`src/design/mck_pkg.sv`:
```
// shared types, constants and the character table of the morse keyer
package mck_pkg;

   localparam int QUEUE_DEPTH_DEFAULT = 4;

   localparam int CHAR_W  = 8;
   localparam int UNITS_W = 4;
   localparam int DUR_W   = 5;
   localparam int ELEM_W  = 3;
   localparam int PAT_W   = 6;
   localparam int CSR_IDX_W = 3;

   // register indexes on the csr port
   localparam logic [CSR_IDX_W-1:0] CSR_DOT          = 3'd0;
   localparam logic [CSR_IDX_W-1:0] CSR_DASH         = 3'd1;
   localparam logic [CSR_IDX_W-1:0] CSR_ELEMENT_GAP  = 3'd2;
   localparam logic [CSR_IDX_W-1:0] CSR_LETTER_EXTRA = 3'd3;
   localparam logic [CSR_IDX_W-1:0] CSR_WORD_GAP     = 3'd4;

   localparam logic [UNITS_W-1:0] DOT_RESET          = 4'd1;
   localparam logic [UNITS_W-1:0] DASH_RESET         = 4'd3;
   localparam logic [UNITS_W-1:0] ELEMENT_GAP_RESET  = 4'd1;
   localparam logic [UNITS_W-1:0] LETTER_EXTRA_RESET = 4'd2;
   localparam logic [UNITS_W-1:0] WORD_GAP_RESET     = 4'd6;

   // classified character: element count (0 = no code) and dash flags,
   // first element in the top bit
   typedef struct packed {
      logic [ELEM_W-1:0] len;
      logic [PAT_W-1:0]  dash;
   } mck_class_type;

   typedef struct packed {
      logic [UNITS_W-1:0] dot;
      logic [UNITS_W-1:0] dash;
      logic [UNITS_W-1:0] element_gap;
      logic [UNITS_W-1:0] letter_extra;
      logic [UNITS_W-1:0] word_gap;
   } mck_cfg_type;

   function automatic mck_class_type mck_classify(input logic [CHAR_W-1:0] ch);
      logic [CHAR_W-1:0] c;
      mck_class_type     r;
      c = ch;
      if (c >= "a" && c <= "z") begin
         c = c - 8'd32;
      end
      case (c)
         "A": r = '{3'd2, 6'b010000};
         "B": r = '{3'd4, 6'b100000};
         "C": r = '{3'd4, 6'b101000};
         "D": r = '{3'd3, 6'b100000};
         "E": r = '{3'd1, 6'b000000};
         "F": r = '{3'd4, 6'b001000};
         "G": r = '{3'd3, 6'b110000};
         "H": r = '{3'd4, 6'b000000};
         "I": r = '{3'd2, 6'b000000};
         "J": r = '{3'd4, 6'b011100};
         "K": r = '{3'd3, 6'b101000};
         "L": r = '{3'd4, 6'b010000};
         "M": r = '{3'd2, 6'b110000};
         "N": r = '{3'd2, 6'b100000};
         "O": r = '{3'd3, 6'b111000};
         "P": r = '{3'd4, 6'b011000};
         "Q": r = '{3'd4, 6'b110100};
         "R": r = '{3'd3, 6'b010000};
         "S": r = '{3'd3, 6'b000000};
         "T": r = '{3'd1, 6'b100000};
         "U": r = '{3'd3, 6'b001000};
         "V": r = '{3'd4, 6'b000100};
         "W": r = '{3'd3, 6'b011000};
         "X": r = '{3'd4, 6'b100100};
         "Y": r = '{3'd4, 6'b101100};
         "Z": r = '{3'd4, 6'b110000};
         "0": r = '{3'd5, 6'b111110};
         "1": r = '{3'd5, 6'b011110};
         "2": r = '{3'd5, 6'b001110};
         "3": r = '{3'd5, 6'b000110};
         "4": r = '{3'd5, 6'b000010};
         "5": r = '{3'd5, 6'b000000};
         "6": r = '{3'd5, 6'b100000};
         "7": r = '{3'd5, 6'b110000};
         "8": r = '{3'd5, 6'b111000};
         "9": r = '{3'd5, 6'b111100};
         ",": r = '{3'd6, 6'b110011};
         ".": r = '{3'd6, 6'b010101};
         "?": r = '{3'd6, 6'b001100};
         ";": r = '{3'd6, 6'b101010};
         ":": r = '{3'd6, 6'b111000};
         "'": r = '{3'd6, 6'b011110};
         "-": r = '{3'd6, 6'b100001};
         "/": r = '{3'd5, 6'b100100};
         "(": r = '{3'd5, 6'b101100};
         ")": r = '{3'd6, 6'b101101};
         "_": r = '{3'd6, 6'b001101};
         default: r = '{3'd0, 6'b000000};
      endcase
      return r;
   endfunction

endpackage

```
`src/design/morse_code_keyer.sv`:
```
// top level of the morse code keyer: csr registers, front, queue and back
//
// req side is a queue input: drive req_character and raise req_push; the
// word is taken at a clock edge where req_full is low. lower-case letters
// fold to capitals; a space or any character without a morse code gives a
// single key-off segment of word-gap length
// rsp side is a queue output: while rsp_empty is low the oldest segment
// (rsp_key_on, rsp_duration_units, rsp_last_segment) is presented, and it
// is taken at an edge where rsp_pop is high
// a coded character of n elements gives 2n segments: key-on dot or dash,
// then key-off element gap; the last gap carries the letter extra and
// rsp_last_segment
// the first segment of a word is presented after it passes the front
// register (which loads at the edge that takes the word), the queue and
// the output register. one segment per cycle while the rsp side pops, set
// by the back end's element sequencer, so a character gives 1 to 12
// segments; the queue lets the front keep taking words meanwhile
// a stalled rsp side holds the segment and fills the queue, then req_full
// rises; reset empties front, queue and output and restores the csr
// defaults. csr writes take effect at once and belong in idle periods
module morse_code_keyer #(
   parameter int QUEUE_DEPTH = mck_pkg::QUEUE_DEPTH_DEFAULT
) (
   input  logic       clock,
   input  logic       reset,
   input  logic       req_push,
   input  logic [7:0] req_character,
   output logic       req_full,
   output logic       rsp_empty,
   input  logic       rsp_pop,
   output logic       rsp_key_on,
   output logic [4:0] rsp_duration_units,
   output logic       rsp_last_segment,
   input  logic       csr_wr_en,
   input  logic [2:0] csr_index,
   input  logic [3:0] csr_wdata
);
   import mck_pkg::*;

   mck_cfg_type   cfg_ff, cfg_in;
   logic          cls_valid, cls_ready;
   mck_class_type cls_word;
   logic          head_valid, head_pop;
   mck_class_type head_word;

   // csr decode; indexes past the word gap register are dropped
   always_comb begin
      cfg_in = cfg_ff;
      if (csr_wr_en) begin
         case (csr_index)
            CSR_DOT:          cfg_in.dot          = csr_wdata;
            CSR_DASH:         cfg_in.dash         = csr_wdata;
            CSR_ELEMENT_GAP:  cfg_in.element_gap  = csr_wdata;
            CSR_LETTER_EXTRA: cfg_in.letter_extra = csr_wdata;
            CSR_WORD_GAP:     cfg_in.word_gap     = csr_wdata;
            default:          cfg_in = cfg_ff;
         endcase
      end
   end

   always_ff @(posedge clock) begin
      if (reset) begin
         cfg_ff <= '{DOT_RESET, DASH_RESET, ELEMENT_GAP_RESET,
                     LETTER_EXTRA_RESET, WORD_GAP_RESET};
      end else begin
         cfg_ff <= cfg_in;
      end
   end

   // front: table lookup into a register stage
   mck_front u_front (
      .clock         (clock),
      .reset         (reset),
      .req_push      (req_push),
      .req_character (req_character),
      .req_full      (req_full),
      .cls_valid     (cls_valid),
      .cls_word      (cls_word),
      .cls_ready     (cls_ready)
   );

   // decoupling queue of classified characters
   mck_queue #(
      .DEPTH (QUEUE_DEPTH)
   ) u_queue (
      .clock      (clock),
      .reset      (reset),
      .push       (cls_valid),
      .push_word  (cls_word),
      .push_ready (cls_ready),
      .head_valid (head_valid),
      .head_word  (head_word),
      .pop        (head_pop)
   );

   // back: segment sequencer with the output register
   mck_back u_back (
      .clock              (clock),
      .reset              (reset),
      .cfg                (cfg_ff),
      .head_valid         (head_valid),
      .head_word          (head_word),
      .head_pop           (head_pop),
      .rsp_empty          (rsp_empty),
      .rsp_pop            (rsp_pop),
      .rsp_key_on         (rsp_key_on),
      .rsp_duration_units (rsp_duration_units),
      .rsp_last_segment   (rsp_last_segment)
   );

endmodule

```
`src/design/mck_front.sv`:
```
// front end: takes characters and registers their classified code
module mck_front (
   input  logic                  clock,
   input  logic                  reset,
   input  logic                  req_push,
   input  logic [7:0]            req_character,
   output logic                  req_full,
   output logic                  cls_valid,
   output mck_pkg::mck_class_type cls_word,
   input  logic                  cls_ready
);
   import mck_pkg::*;

   logic          valid_ff, valid_in;
   mck_class_type word_ff, word_in;
   logic          take;

   assign take     = !valid_ff || cls_ready;
   assign req_full = !take;

   always_comb begin
      valid_in = valid_ff;
      word_in  = word_ff;
      if (take) begin
         valid_in = req_push;
         word_in  = mck_classify(req_character);
      end
   end

   always_ff @(posedge clock) begin
      if (reset) begin
         valid_ff <= 1'b0;
      end else begin
         valid_ff <= valid_in;
      end
      word_ff <= word_in;
   end

   assign cls_valid = valid_ff;
   assign cls_word  = word_ff;

endmodule

```
`src/design/mck_queue.sv`:
```
// short queue of classified characters between front and back
module mck_queue #(
   parameter int DEPTH = mck_pkg::QUEUE_DEPTH_DEFAULT
) (
   input  logic                   clock,
   input  logic                   reset,
   input  logic                   push,
   input  mck_pkg::mck_class_type push_word,
   output logic                   push_ready,
   output logic                   head_valid,
   output mck_pkg::mck_class_type head_word,
   input  logic                   pop
);
   import mck_pkg::*;

   localparam int PTR_W = $clog2(DEPTH);
   localparam int CNT_W = $clog2(DEPTH + 1);
   localparam logic [PTR_W-1:0] LAST_PTR = PTR_W'(DEPTH - 1);
   localparam logic [CNT_W-1:0] FULL_CNT = CNT_W'(DEPTH);

   mck_class_type    slots_ff [DEPTH];
   logic [PTR_W-1:0] wr_ptr_ff, wr_ptr_in;
   logic [PTR_W-1:0] rd_ptr_ff, rd_ptr_in;
   logic [CNT_W-1:0] count_ff, count_in;
   logic             do_push, do_pop;

   assign push_ready = (count_ff != FULL_CNT);
   assign head_valid = (count_ff != '0);
   assign head_word  = slots_ff[rd_ptr_ff];
   assign do_push    = push && push_ready;
   assign do_pop     = pop && head_valid;

   always_comb begin
      wr_ptr_in = wr_ptr_ff;
      rd_ptr_in = rd_ptr_ff;
      count_in  = count_ff;
      if (do_push) begin
         wr_ptr_in = (wr_ptr_ff == LAST_PTR) ? '0 : wr_ptr_ff + 1'b1;
      end
      if (do_pop) begin
         rd_ptr_in = (rd_ptr_ff == LAST_PTR) ? '0 : rd_ptr_ff + 1'b1;
      end
      if (do_push && !do_pop) begin
         count_in = count_ff + 1'b1;
      end else if (do_pop && !do_push) begin
         count_in = count_ff - 1'b1;
      end
   end

   always_ff @(posedge clock) begin
      if (reset) begin
         wr_ptr_ff <= '0;
         rd_ptr_ff <= '0;
         count_ff  <= '0;
      end else begin
         wr_ptr_ff <= wr_ptr_in;
         rd_ptr_ff <= rd_ptr_in;
         count_ff  <= count_in;
      end
      if (do_push) begin
         slots_ff[wr_ptr_ff] <= push_word;
      end
   end

endmodule

```
`src/design/mck_back.sv`:
```
// back end: steps through a character's elements, one segment a cycle while the output register is free
module mck_back (
   input  logic                   clock,
   input  logic                   reset,
   input  mck_pkg::mck_cfg_type   cfg,
   input  logic                   head_valid,
   input  mck_pkg::mck_class_type head_word,
   output logic                   head_pop,
   output logic                   rsp_empty,
   input  logic                   rsp_pop,
   output logic                   rsp_key_on,
   output logic [4:0]             rsp_duration_units,
   output logic                   rsp_last_segment
);
   import mck_pkg::*;

   logic [ELEM_W-1:0] elem_ff, elem_in;
   logic              gap_ff, gap_in;
   logic              out_valid_ff, out_valid_in;
   logic              key_on_ff, key_on_in;
   logic [DUR_W-1:0]  dur_ff, dur_in;
   logic              last_ff, last_in;
   logic              out_free, emit, final_elem, seg_last;
   logic [ELEM_W-1:0] bit_sel;

   assign out_free   = !out_valid_ff || rsp_pop;
   assign emit       = head_valid && out_free;
   assign final_elem = (elem_ff == head_word.len - 1'b1);
   assign bit_sel    = ELEM_W'(PAT_W - 1) - elem_ff;
   // an uncoded character is one word gap; otherwise the last element's gap ends it
   assign seg_last   = (head_word.len == '0) || (gap_ff && final_elem);
   assign head_pop   = emit && seg_last;

   always_comb begin
      key_on_in = key_on_ff;
      dur_in    = dur_ff;
      last_in   = last_ff;
      elem_in   = elem_ff;
      gap_in    = gap_ff;
      out_valid_in = out_valid_ff && !rsp_pop;
      if (emit) begin
         out_valid_in = 1'b1;
         last_in      = seg_last;
         if (head_word.len == '0) begin
            key_on_in = 1'b0;
            dur_in    = {1'b0, cfg.word_gap};
         end else if (!gap_ff) begin
            key_on_in = 1'b1;
            dur_in    = head_word.dash[bit_sel] ? {1'b0, cfg.dash} : {1'b0, cfg.dot};
         end else begin
            key_on_in = 1'b0;
            dur_in    = {1'b0, cfg.element_gap}
                      + (final_elem ? {1'b0, cfg.letter_extra} : '0);
         end
         if (seg_last) begin
            elem_in = '0;
            gap_in  = 1'b0;
         end else if (gap_ff) begin
            elem_in = elem_ff + 1'b1;
            gap_in  = 1'b0;
         end else begin
            gap_in  = 1'b1;
         end
      end
   end

   always_ff @(posedge clock) begin
      if (reset) begin
         out_valid_ff <= 1'b0;
         elem_ff      <= '0;
         gap_ff       <= 1'b0;
      end else begin
         out_valid_ff <= out_valid_in;
         elem_ff      <= elem_in;
         gap_ff       <= gap_in;
      end
      key_on_ff <= key_on_in;
      dur_ff    <= dur_in;
      last_ff   <= last_in;
   end

   assign rsp_empty          = !out_valid_ff;
   assign rsp_key_on         = key_on_ff;
   assign rsp_duration_units = dur_ff;
   assign rsp_last_segment   = last_ff;

endmodule

```
`config.mk`:
```
export PLATFORM = sky130hd
export DESIGN_NAME = morse_code_keyer
export DESIGN_NICKNAME = d
export VERILOG_FILES = /design/src/design/mck_pkg.sv /design/src/design/morse_code_keyer.sv /design/src/design/mck_front.sv /design/src/design/mck_queue.sv /design/src/design/mck_back.sv
export SDC_FILE = /design/constraint.sdc
export NUM_CORES = 1
export LEC_CHECK = 0
export ABC_AREA = 1
export BUFFER_PORTS_ARGS = -buffer_cell sky130_fd_sc_hd__buf_4
export CORE_MARGIN = 2
export CORE_UTILIZATION = 55
export CTS_BUF_LIST = sky130_fd_sc_hd__clkbuf_16
export CTS_CLUSTER_DIAMETER = 80
export CTS_CLUSTER_SIZE = 8
export DETAILED_ROUTE_END_ITERATION = 8
export GPL_TIMING_DRIVEN = 1
export PLACE_DENSITY = 0.75
export SYNTH_ARGS = -nofsm -noshare
export SYNTH_HDL_FRONTEND = slang
export SYNTH_HIERARCHICAL = 1
export SYNTH_SLANG_ARGS = --single-unit
```
`constraint.sdc`:
```
create_clock -name clock -period 2.87 [get_ports clock]
set_input_delay 0.574 -clock clock [delete_from_list [all_inputs] [get_ports clock]]
set_output_delay 0.574 -clock clock [all_outputs]
set_load 0.005 [all_outputs]
```
# After elaboration in Yosys (flattened, before gate mapping)
# Memories as Yosys holds them, arrays and structs flattened. A register that Yosys moved wholly into a read port is not among the register bits.
# Index checks and enable logic that the tools add are counted.
# word_totals
in_bits	20
output_inout_bits	9
mem_count	2
regBits	40
elab_cells	88
romBits	1152
mem_bits_rw	36
# memory_table
name	depth	word_bits	rd	rd_ports_with_merged_regs	write_ports	line	source
(no name shown)	128	9	1	1	0	mck_pkg.sv:48	case (c)
u_queue.slots_ff	4	9	1	1	1	mck_queue.sv:21	mck_class_type slots_ff [DEPTH];
# op_classes
n_eq_ne	8
n_reduce_logical	29
n_addsub	9
n_lt_le_gt_ge	3
n_mux	21
# ops
op	count
8-bit 2-to-1 mux	2
3-bit 2-to-1 mux	4
4-bit 2-to-1 mux	3
2-bit AND reduction	6
1-bit logical AND	9
8-bit by 7-bit greater-or-equal comparator with 1-bit output (second input constant)	1
8-bit by 7-bit less-or-equal comparator with 1-bit output (second input constant)	1
2-bit 2-to-1 mux	4
8-bit by 6-bit subtractor with 8-bit output (second input constant)	1
3-bit by 1-bit adder with 3-bit output (second input constant)	2
3-bit by 2-bit == test with 1-bit output (second input constant)	2
1-bit zero test	6
3-bit zero test	2
1-bit 2-to-1 mux	6
3-bit by 1-bit subtractor with 3-bit output (second input constant)	2
4-bit by 5-bit adder with 5-bit output	1
5-bit 2-to-1 mux	1
2-bit by 1-bit adder with 2-bit output (second input constant)	2
2-bit == test (second input constant)	2
3-bit by 4-bit < comparator with 1-bit output (second input constant)	1
2-bit nonzero test	2
1-bit binary-select mux with 3-bit select	1
3-bit by 1-bit == test with 1-bit output (second input constant)	1
3-bit == test	1
5 further kinds	7

# Longest topological paths before layout
# Gate-level depths: netlist of run 1.
# depth
depth_word	9
depth_mapped	23
mapped_depth_nobuf	21

# Cells and area by module
# Netlist of run 1, hierarchy kept.
# by_module_without_submodules
mod	seq_area_each_um2	instances	cells_per_inst	area_per_inst_um2
mck_queue	1261.2	1	155	1871.8
mck_front	290.3	1	192	1278.7
mck_back	310.3	1	133	965.9
morse_code_keyer	400.4	1	126	850.8

# Least setup slack after synthesis of run 1
# OpenSTA, ideal clock, no wires.
# synth_path
path_kind	register to register
startpoint	register (tool-made name)
endpoint	register u_queue.count_ff[1]
path_stages_with_launch	18
path_buffers	2
setup_ps	116
arrival_time_ps	2732
synth_period_minus_slack_ps	2848
required_time_ps	2754
path_slack_ps	22
cell_sequence	dfxtp_1 -> buf_6 -> inv_8 -> buf_12 -> nor2_1 -> o22ai_1 -> inv_1 -> ha_1 -> xnor2_1 -> nor2_2 -> nand3_2 -> a21oi_2 -> nand2_2 -> ha_1 -> inv_1 -> fa_1 -> o21ai_0 -> nor2_1
# synth_rtl
element	line	source
end signal: assignment	mck_queue.sv:58	count_ff <= count_in;
end: declaration	mck_queue.sv:24	logic [CNT_W-1:0] count_ff, count_in;

==> summary by stage, run 1 <==
Floorplan
For this configuration, the core starts out at a cell density of 56.96%. The die covers 0.009808 mm^2. The floorplan step set the die height to 99.04 um. The die width is 99.04 um. 29 I/O pins were placed.

In this run the core area contains 34 standard-cell rows. After floorplanning, the core was sized to cover 0.008721 mm^2.

Yosys
The number of nets in the synthesized netlist is 651. In the synthesized netlist the dominant register cell turns out to be edfxtp_1. The synthesized design spends more area on one cell type than any other, namely edfxtp_1. Each instance of the synthesized netlist takes up on average 8.197 um^2. The count of different cell masters after synthesis is 38. The cell area that synthesis handed to floorplanning was 0.004967 mm^2. The synthesized design contains 52 enable-type register cells. The share of the synthesized area in the top cell type is 31.44%. The Yosys warning count is 6. By area the synthesized netlist is led by edfxtp_1 (31%), dfxtp_1 (14%), nand2_1 (9.3%).

The count of mapped cells out of synthesis is 606. Synthesis inferred 87 register bits. For this run, asynchronously set or reset flops after synthesis account for 0%. Summing the sequential cell areas from Yosys gives 45.54% of the chip area.

Global routing
The number of global-route vias before repair is 3782. The number of antenna violations at the first check in global routing is 0. The wire length of the first global-routing pass is 17930 um. Global routing used 22.78% of the available tracks.

The leftover overflow at the end of global routing is 0. Entering global routing, the biggest net connects 24 pins.

STA
The highest clock frequency the design can meet is 0.3596 GHz. Setup violations remaining at the end of the flow were counted as 0. The number of hold violations in the final report was 0. Measured against its own limit, the worst slew margin works out to 38.79%. In the final timing run, aggregate negative setup slack is 0 ns. The final-report max-slew violation count is 0.

The worst path uses 96.90% of the clock period. At the pin with the least slew margin, the transition time is 0.9148 ns. For the final database, setup skew stands at 0.008316 ns. Setup repair after global routing could not meet its margin everywhere.

The post-route minimum period is 2.781 ns. After layout, the worst setup slack is 0.08907 ns.

Place
The placement-stage cell area is 0.005273 mm^2. OpenSTA, run right after detailed placement, puts the worst setup slack at -0.05333 ns. The number of I/O port buffers is 28. The placer's final routability congestion estimate is 0.8975. The half-perimeter wire length after placement is 8076 um.

Detailed routing
The count of nets left with antenna violations once routing finished came out at 0. The total number of vias is 4093. The total routed wirelength is 10890 um. The DRC marker count from the first detailed-route iteration is 269. Using the TritonRoute via totals, the vias-per-cell ratio works out to 5.386. The detailed-route DRC error count is 0. The number of iterations in the first detailed-routing pass is 5. Dividing the detail-routed wire length by the instance count gives 14.33 um.

Pwr
The power density over the cells is 576.2 mW/mm^2. Summed over all cells, the static leakage comes to 2.519 nW. VDD sags by at most 0.3747 mV.

Run status
The flow ran to the end, and the final reports show no timing, DRC or antenna violations.

Final layout
The fraction of final layout cells with drive strength greater than 1 is 19.17%. The net count of the finished layout is 692. The final cell area excluding filler cells is 0.005786 mm^2. In the layout the commonest cells are nand2_1 (123), nor2_1 (81), inv_1 (74). The diode insertion count for antenna repair is 0.

The number of fillers in the final layout is 719. Leaving out fill and tap cells, the most frequent cell in the layout is nand2_1. The area added between synthesis and finish is 16.47%.

Job
Max-cap violations in this run came to 0.

CTS
Clock tree synthesis found a total of 87 sinks. After clock tree synthesis, the clock-pin slew on the worst setup and hold paths is 0.06 ns. The maximum level of the CTS H-tree is 3. TritonCTS created 9 clock buffers.

The worst-skew pair later-pin latency is 0.33 ns. The deepest clock path buffer count is 2. In this run the clock root is driven by a clkbuf_16. The TritonCTS clock tree is done.

Setup path
STA classifies the critical path endpoint as a flip-flop. The top fanout value on the critical path is 7. The signal on the critical path passes through buf_12, clkinv_8, nor2_2, o22ai_2, inv_2, ha_4, xnor2_2, nor2_2, nand3_2, buf_6, nor2_4, ha_4, fa_2, nand3_2, nand2_1, inv_1, nand2_1.

The maximum single-stage delay on the critical path is 0.43 ns. At the worst endpoint, the arrival time is 2.86 ns. The type of the worst setup path is reg2reg. The worst path required time is 2.95 ns.

The startpoint class of the critical path is a flip-flop. The largest individual stage delay along the critical path comes from the cell fa_2.

Hold path
The path class of the lowest-slack min-delay path is in2reg.
[kinds of logic (layout without fill, tap and decap cells)]
group,after synthesis,count (layout),synth area share (%)
AND/OR/NAND/NOR,311,311,28.54
buffers and inverters,98,144,9.168
flip-flops,87,87,45.54
AO/OA/AOI/OAI,79,79,9.093
adder cells (fa/ha/maj),25,25,6.600
XOR/XNOR,6,6,1.058
[routing by layer]
metal	GRT usage (%)	wire length (um)
met5	0	0
met4	5.479	122
met3	3.617	626
met2	36.02	5059
met1	33.07	5078
[per-stage QoR]
step	instances	hold WS [ns]	total power [W]	utilization, %
floorplan	606	0.4292	0.001935	-
global placement	737	0.4546	0.002126	60.46
detailed placement	737	0.4652	0.002144	60.46
CTS	756	0.4567	0.003297	64.36
global route	760	0.4716	0.003502	66.34
finish	760	0.4648	0.003334	66.34
[Yosys cell counts (3+ instances only)]
cell / n
nor2_4: 4
nor2_1: 86
nand3_1: 66
inv_1: 77
xnor2_1: 3
o22ai_1: 9
buf_2: 3
nand3b_1: 3
buf_6: 4
xor2_1: 3
a211oi_1: 3
o21ai_0: 30
a21oi_1: 25
nor2_2: 8
nand3_2: 3
nand4_1: 6
dfxtp_1: 35
ha_1: 23
nand2_2: 5
edfxtp_1: 52
nand2_4: 4
nand2_1: 123
clkbuf_1: 4
o211ai_1: 5
[power breakdown]
part	internal, W	switching (W)	leakage [nW]
sequential	0.00144	0.0000601	0.792
clock	0.000675	0.000480	0.138
combinational	0.000273	0.000411	1.59
total	0.00238	0.000951	2.52
[state kept, by name, indices dropped and copies added, names as in the netlist, named ones only]
register,count
cfg_ff,20
u_back/elem_ff,3
u_back/gap_ff,1
u_back/out_valid_ff,1
u_back/rsp_duration_units,5
u_back/rsp_key_on,1
u_back/rsp_last_segment,1
u_front/cls_valid,1
u_front/cls_word,9
u_queue/count_ff,3
u_queue/rd_ptr_ff,2
u_queue/slots_ff,36
u_queue/wr_ptr_ff,2
[area by class of cell]
class | instances | area [um^2] | share of cell area (%)
well taps | 108 | 135.1 | 2.336
flip-flops and latches | 87 | 2263 | 39.12
clock inverters | 7 | 72.57 | 1.254
multi-input cells | 421 | 2402 | 41.52
inverters | 82 | 325.3 | 5.623
repair buffers | 46 | 361.6 | 6.250
clock buffers | 9 | 225.2 | 3.893
[worst paths after layout]
check                           from                                      to  slack (ns)  cells after the start
max                        flip-flop  u_back/rsp_duration_units[1]$_DFFE_PP_        0.09                     17
max reg2reg                flip-flop  u_back/rsp_duration_units[1]$_DFFE_PP_        0.09                     17
min                         req_push          u_front/cls_valid$_SDFFE_PP0N_        0.46                      3
min reg2reg  cfg_ff[12]$_SDFFE_PP1P_                 cfg_ff[12]$_SDFFE_PP1P_        0.47                      2
[critical path, delay by kind of cell, from the launching register on]
kind / cells / cell delay, ns
AOI/OAI and AO/OA: 1 / 0.20
DFF: 1 / 0.34
and+or+nand+nor: 7 / 0.56
xor gates and xnor gates: 1 / 0.13
adders and majority gates: 3 / 0.80
buffers and inverters: 5 / 0.50
[repair_timing]
action | 4_1_cts | 5_1_grt
endpoints found under the setup margin | 4 | 5
hold buffers | 0 | 0
pin swaps | 5 | 15
buffers inserted | 3 | 4
resized for setup | 6 | 33
(Power assumes the default switching activity.)
==> run 2: changes to the inputs <==
--- a/config.mk
+++ b/config.mk
@@ -7,14 +7,13 @@
 export LEC_CHECK = 0
 export ABC_AREA = 1
 export BUFFER_PORTS_ARGS = -buffer_cell sky130_fd_sc_hd__buf_4
-export CORE_MARGIN = 2
 export CORE_UTILIZATION = 55
 export CTS_BUF_LIST = sky130_fd_sc_hd__clkbuf_16
 export CTS_CLUSTER_DIAMETER = 80
-export CTS_CLUSTER_SIZE = 8
 export DETAILED_ROUTE_END_ITERATION = 8
 export GPL_TIMING_DRIVEN = 1
 export PLACE_DENSITY = 0.75
+export SKIP_CTS_REPAIR_TIMING = 1
 export SYNTH_ARGS = -nofsm -noshare
 export SYNTH_HDL_FRONTEND = slang
 export SYNTH_HIERARCHICAL = 1
==> summary by stage, run 2 (synthesized netlist as in run 1, its figures left out) <==
CTS
The buffer type at the clock tree root is clkbuf_16. The worst-skew pair later-pin latency came to 0.34 ns (about the same). The clock buffer count from CTS is 9 (unchanged). The deepest clock path buffer count was 2 (unchanged). The count of clock tree sinks is 87 (unchanged).

The maximum level of the CTS H-tree is 3 (unchanged). The clock transition at the register clock pins on the worst setup and hold paths after CTS is 0.07 ns (about the same). The TritonCTS clock tree is done.

STA
The final-report max-slew violation count was 0 (unchanged). The number of hold violations in the final report is 0 (unchanged). The post-route worst setup slack came to -0.07846 ns (-0.1675 ns).

The transition time at the pin with the least slew margin was 0.8906 ns (-0.02419 ns). The final clock skew is 0.009402 ns (+0.001086 ns). The post-route minimum period is 2.948 ns (+0.1675 ns). The setup-violating endpoint count in the final report is 2 (+2). The highest clock frequency the design can meet came to 0.3392 GHz (-5.7%). The final cycle utilization of the critical path is 102.7% (+5.8 points).

The final sum of negative setup slack was -0.1471 ns (-0.1471 ns). The worst relative slew slack came to 40.41% (+1.6 points).

Setup path
The startpoint class of the critical path is a flip-flop. The critical path buffer and inverter count is 4 (-1). The type of the worst setup path is reg2reg. The number of cells on the critical path is 16 (-1).

The flop-to-flop setup slack is -0.08 ns (-0.17 ns). The worst setup path is captured at a flip-flop. The top fanout value on the critical path is 9 (+2). The worst path required time is 2.96 ns (about the same). The endpoint identified for the worst register-to-register timing path is u_back/rsp_duration_units[2]$_DFFE_PP_.

The kind of cell with the highest combined delay on the critical path is adder cells. The critical path goes through buf_12, clkinv_8, o21ai_1, o22ai_1, inv_2, ha_4, xor2_1, nand2_1, nand3_2, buf_6, nor2_4, ha_2, fa_2, xor2_1, a21oi_1, a21oi_1. The worst endpoint data arrival time came to 3.04 ns (+0.18 ns). The slowest stage cell on the critical path is fa_2. The maximum single-stage delay on the critical path came to 0.37 ns (-0.06 ns). The path depth of the worst reg2reg path is 16 (-1).

Hold path
The number of stages on the worst hold path is 3 (unchanged). The path with the worst hold slack has its endpoint at u_front/cls_valid$_SDFFE_PP0N_. The path class of the tightest hold or removal check is in2reg. The startpoint identified for the worst hold timing path is req_push.

Run status
The final reports fail on setup timing. The flow ran to the end, but the final reports show violations.

Place
The placed instance count is 737 (unchanged). The half-perimeter wire length after placement is 8072 um (about the same). The number of I/O port buffers is 28 (unchanged).

The placement-stage cell area is 0.005273 mm^2 (unchanged). The placer's final routability congestion estimate was 0.9576 (+6.7%).

Floorplan
The placement row count is 34 (unchanged). The overall die height is 97.04 um (-2.0%). The I/O pin count is 29 (unchanged). The die width is 97.04 um (-2.0%).

The area of the core was 0.008721 mm^2 (unchanged). The floorplan die area is 0.009416 mm^2 (-4.0%). The starting density of the core is 56.96% (unchanged).

Pwr
The relative contribution of the clock network to total power is 34.3% (-0.3 points). The worst ir drop on vdd is 0.3149 mV (-16%). The leakage component of the power came to 2.502 nW (-0.66%). The total power came to 0.003309 W (-0.74%). The combinational cell fraction of total power is 20.5% (about the same). The sequential share of power is 45.2% (+0.4 points). The internal power was 0.002308 W (-3.1%). The switching power total is 0.001001 W (+5.3%). The power density over the cells is 581.4 mW/mm^2 (+0.89%).

The switching share of power came to 30.25% (+1.7 points).

Detailed routing
The final antenna-violating net count is 0 (unchanged). The total routed wirelength is 11280 um (+3.6%). The total number of vias is 4144 (+1.2%). The detailed-route DRC error count came to 0 (unchanged).

The number of iterations in the first detailed-routing pass is 5 (unchanged). The DRC marker count from the first detailed-route iteration is 217 (-19%). The average vias per placed instance is 5.474 (+1.6%). The average routed wire per standard cell is 14.89 um (+4.0%).

Final layout
The final core utilization was 65.27% (-1.1 points). The library cells used most frequently in the layout, excluding fill and tap cells, are nand2_1 (123), nor2_1 (83), inv_1 (72). The area added between synthesis and finish is 14.58%. The final cell area excluding filler cells was 0.005692 mm^2 (-1.6%). The flip-flop count of the largest register, all copies and words added is 36 (unchanged). The fraction of final layout cells with drive strength greater than 1 is 17.72% (-1.5 points). The final cell count without fillers is 757 (-0.39%). The diode insertion count for antenna repair is 0 (unchanged). The most frequent standard cell in the layout excluding fill and tap cells is nand2_1.

The register ranked first by flip-flop count is u_queue/slots_ff. The number of nets in the finished design is 689 (-0.43%).

Global routing
The number of global-route vias before repair is 3924 (+3.8%). The all-layer global routing usage is 24.66% (+1.9 points). The number of antenna violations at the first check in global routing is 0 (unchanged). The pin count of the biggest net entering global routing is 24 (unchanged).

The wire length of the first global-routing pass is 18710 um (+4.3%). The leftover overflow at the end of global routing was 0 (unchanged).

Job
The count of maximum capacitance violations is 0 (unchanged).
==> run 2: worst max-delay path by stage <==
stage	to	slack, ns
finish	u_back/rsp_duration_units[2]$_DFFE_PP_	-0.08
global route	u_back/rsp_duration_units[2]$_DFFE_PP_	-0.22
CTS	u_queue/count_ff[1]$_SDFFE_PP0P_	-0.11
detailed placement	u_back/rsp_duration_units[2]$_DFFE_PP_	-0.09
global placement	u_back/rsp_duration_units[2]$_DFFE_PP_	0.04
floorplan	u_queue/count_ff[1]$_SDFFE_PP0P_	0.02
==> run 2: metrics by stage <==
stage                     hold WS (ns)  worst slack [ns]
final                           0.4557          -0.07846
after CTS                       0.4480           -0.1104
after global routing            0.4675           -0.2157
after floorplan                 0.4292           0.02209
after detailed placement        0.4693          -0.09394
after global placement          0.4580           0.03829
==> run 2: tightest hold or removal path, cell delays in order <==
cell and delay, ns:
buf_4 0.08, nor2_1 0.04, nor2_1 0.07
==> run 2: power groups by stage <==
stage	Clock, W	Combinational, W	Sequential (W)
global route	0.00120	0.000761	0.00150
global placement	0	0.000605	0.00152
finish	0.00114	0.000678	0.00150
detailed placement	0	0.000621	0.00152
floorplan	0	0.000427	0.00151
CTS	0.00116	0.000625	0.00149
==> run 2: layout make-up <==
type                    count  area [um^2]
multi-input cells         421         2332
clock inverters             7        71.32
repair buffers             43        339.1
well taps                 108        135.1
clock buffers               9        225.2
flip-flops and latches     87         2263
inverters                  82        325.3
fillers                   721         3029
==> run 2: per-layer routing <==
layer | routed length (um) | GRT usage, % | vias up
met5 | 0 | 0 | -
met4 | 193 | 6.659 | 0
met3 | 810 | 5.419 | 19
met2 | 5161 | 38.79 | 155
met1 | 5110 | 34.43 | 1907
li1 | - | - | 2063
==> run 3: changes to the inputs <==
==> constraint.sdc (replaced) <==
create_clock -name clock -period 2.7 [get_ports clock]
set_input_delay 0 -clock clock [delete_from_list [all_inputs] [get_ports clock]]
set_output_delay 0 -clock clock [all_outputs]
set_load 0.005 [all_outputs]
==> summary by stage, run 3 (synthesized netlist as in run 1, its figures left out) <==
STA
The final-report max-slew violation count is 0 (unchanged). Setup repair after global routing could not meet its margin everywhere. The transition time at the pin with the least slew margin was 0.9467 ns (+0.05610 ns). The worst relative slew slack was 36.65% (-3.8 points). The final clock skew is 0.008192 ns (-0.001210 ns). The final cycle utilization of the critical path is 106.1% (+3.4 points).

The setup-violating endpoint count in the final report came to 4 (+2). The final sum of negative setup slack was -0.4107 ns (-0.2636 ns). The post-route minimum period came to 2.865 ns (-0.08325 ns). The minimum hold slack is 0.04454 ns (-0.4112 ns). The number of hold violations in the final report is 0 (unchanged). The highest clock frequency the design can meet is 0.3490 GHz (+2.9%). The post-route worst setup slack is -0.1652 ns (-0.08675 ns).

Hold path
The worst hold path belongs to the class in2reg. The startpoint of the most critical hold path is csr_index[2]. For hold timing, the worst endpoint is cfg_ff[16]$_SDFFE_PP1P_. The number of stages on the worst hold path was 5 (+2).

Pwr
The internal power is 0.002539 W (+10%). The relative contribution of the clock network to total power is 33.9% (-0.4 points). The switching power total is 0.001013 W (+1.2%). The switching share of power is 28.52% (-1.7 points). The leakage component of the power is 2.565 nW (+2.5%). The combinational cell fraction of total power was 21.3% (+0.8 points). The sequential share of power is 44.8% (-0.4 points). The worst ir drop on vdd was 0.3183 mV (+1.1%).

The power density over the cells was 608.0 mW/mm^2 (+4.6%).

CTS
The clock buffer count from CTS is 9 (unchanged). The worst-skew pair later-pin latency is 0.34 ns (about the same). The clock transition at the register clock pins on the worst setup and hold paths after CTS is 0.06 ns (about the same). The buffer type at the clock tree root is clkbuf_16. The deepest clock path buffer count is 2 (unchanged). The TritonCTS clock tree is done. The count of clock tree sinks is 87 (unchanged). The maximum level of the CTS H-tree was 3 (unchanged).

Detailed routing
The total routed wirelength is 11430 um (+1.4%). The detailed-route DRC error count is 0 (unchanged). The total number of vias is 4184 (+0.97%). The number of iterations in the first detailed-routing pass was 5 (unchanged). The average vias per placed instance is 5.455 (-0.35%). The average routed wire per standard cell is 14.90 um (about the same).

The final antenna-violating net count is 0 (unchanged). The DRC marker count from the first detailed-route iteration is 283 (+30%).

Setup path
The top fanout value on the critical path is 6 (-3). The worst path required time came to 2.78 ns (-0.18 ns). The worst setup path is launched from a flip-flop. The endpoint identified for the worst register-to-register timing path is u_back/rsp_duration_units[1]$_DFFE_PP_. The worst setup path is of the reg2reg kind. The flop-to-flop setup slack is -0.17 ns (-0.09 ns). The path depth of the worst reg2reg path is 16 (unchanged). STA classifies the critical path endpoint as a flip-flop. The worst endpoint data arrival time is 2.95 ns (-0.09 ns).

Global routing
The number of global-route vias before repair is 3729 (-5.0%). The all-layer global routing usage was 24.02% (-0.64 points). The leftover overflow at the end of global routing is 0 (unchanged). The wire length of the first global-routing pass is 17970 um (-4.0%).

The pin count of the biggest net entering global routing is 24 (unchanged). The number of antenna violations at the first check in global routing was 0 (unchanged).

Final layout
The final cell area excluding filler cells was 0.005843 mm^2 (+2.7%). Leaving out fill and tap cells, the most frequent cell in the layout is nand2_1. The number of nets in the finished design is 699 (+1.5%).

The final core utilization was 67.00% (+1.7 points). Relative to the synthesized area, the layout overhead comes to 17.63%. Ranked by flip-flop count, first place goes to u_queue/slots_ff. The fraction of final layout cells with drive strength greater than 1 is 19.58% (+1.9 points). The flip-flop count of the largest register, all copies and words added is 36 (unchanged). The diode insertion count for antenna repair is 0 (unchanged).

In the layout the commonest cells are nand2_1 (121), nor2_1 (81), inv_1 (73).

Floorplan
The floorplan die area is 0.009416 mm^2 (unchanged). The overall die height was 97.04 um (unchanged). The area of the core came to 0.008721 mm^2 (unchanged). The starting density of the core came to 56.96% (unchanged). The I/O pin count is 29 (unchanged). The placement row count is 34 (unchanged). The die width was 97.04 um (unchanged).

Job
The count of maximum capacitance violations is 0 (unchanged).

Place
The half-perimeter wire length after placement is 8016 um (-0.70%). The number of I/O port buffers is 28 (unchanged). The placement-stage cell area is 0.005303 mm^2 (+0.57%). The placer's final routability congestion estimate was 0.9277 (-3.1%).

Run status
The final reports fail on setup timing. The run finished, with violations left.
-- run 3: cell type report --
| class | instances | area [um^2] |
|---|---|---|
| clock buffers | 9 | 225.2 |
| clock inverters | 7 | 65.06 |
| fillers | 723 | 2878 |
| inverters | 82 | 320.3 |
| multi-input cells | 421 | 2411 |
| flip-flops and latches | 87 | 2267 |
| well taps | 108 | 135.1 |
| repair buffers | 53 | 419.2 |
-- run 3: critical path: stages, from the launching register on --
cell and delay, ns:
dfxtp_4 0.38, buf_6 0.13, inv_8 0.04, o21ai_2 0.15, o22ai_2 0.12, inv_2 0.11, ha_4 0.22, xnor2_2 0.14
nor2_2 0.18, nand3_4 0.15, nor2_2 0.16, ha_2 0.21, fa_2 0.44, nand3_2 0.06, nand2_1 0.06, inv_1 0.04
nand2_1 0.04
-- run 3: worst max path at each step --
stage | start | to | slack, ns | cells after the start
finish | flip-flop | u_back/rsp_duration_units[1]$_DFFE_PP_ | -0.17 | 16
global route | flip-flop | u_back/rsp_duration_units[1]$_DFFE_PP_ | -0.27 | 16
CTS | flip-flop | u_back/rsp_duration_units[2]$_DFFE_PP_ | -0.17 | 14
detailed placement | flip-flop | u_back/rsp_duration_units[1]$_DFFE_PP_ | -0.14 | 16
global placement | flip-flop | u_back/rsp_duration_units[1]$_DFFE_PP_ | 0.003 | 16
floorplan | flip-flop | u_back/rsp_duration_units[1]$_DFFE_PP_ | -0.02 | 17
-- run 3: metal layers --
layer  track usage [%]  vias to the layer above  share of wire [%]
met4             8.381                        0                2.2
met1             34.56                     1903                 44
met3             4.697                       22                6.6
li1                  -                     2083                  -
met5                 0                        -                  0
met2             36.19                      176                 47
-- run 3: power by group through the flow --
stage	sequential, W	clock, W	combinational, W
floorplan	0.00160	0	0.000464
global placement	0.00161	0	0.000652
detailed placement	0.00162	0	0.000670
CTS	0.00159	0.00122	0.000673
global route	0.00160	0.00128	0.000837
finish	0.00159	0.00120	0.000757
-- run 3: stage by stage --
stage	setup WS [ns]	instances	power, W
2_1_floorplan	-0.01985	606	0.002068
3_3_place_gp	0.003264	740	0.002264
3_5_place_dp	-0.1388	740	0.002287
4_1_cts	-0.1657	756	0.003486
5_1_grt	-0.2668	767	0.003723
6_report	-0.1652	767	0.003553
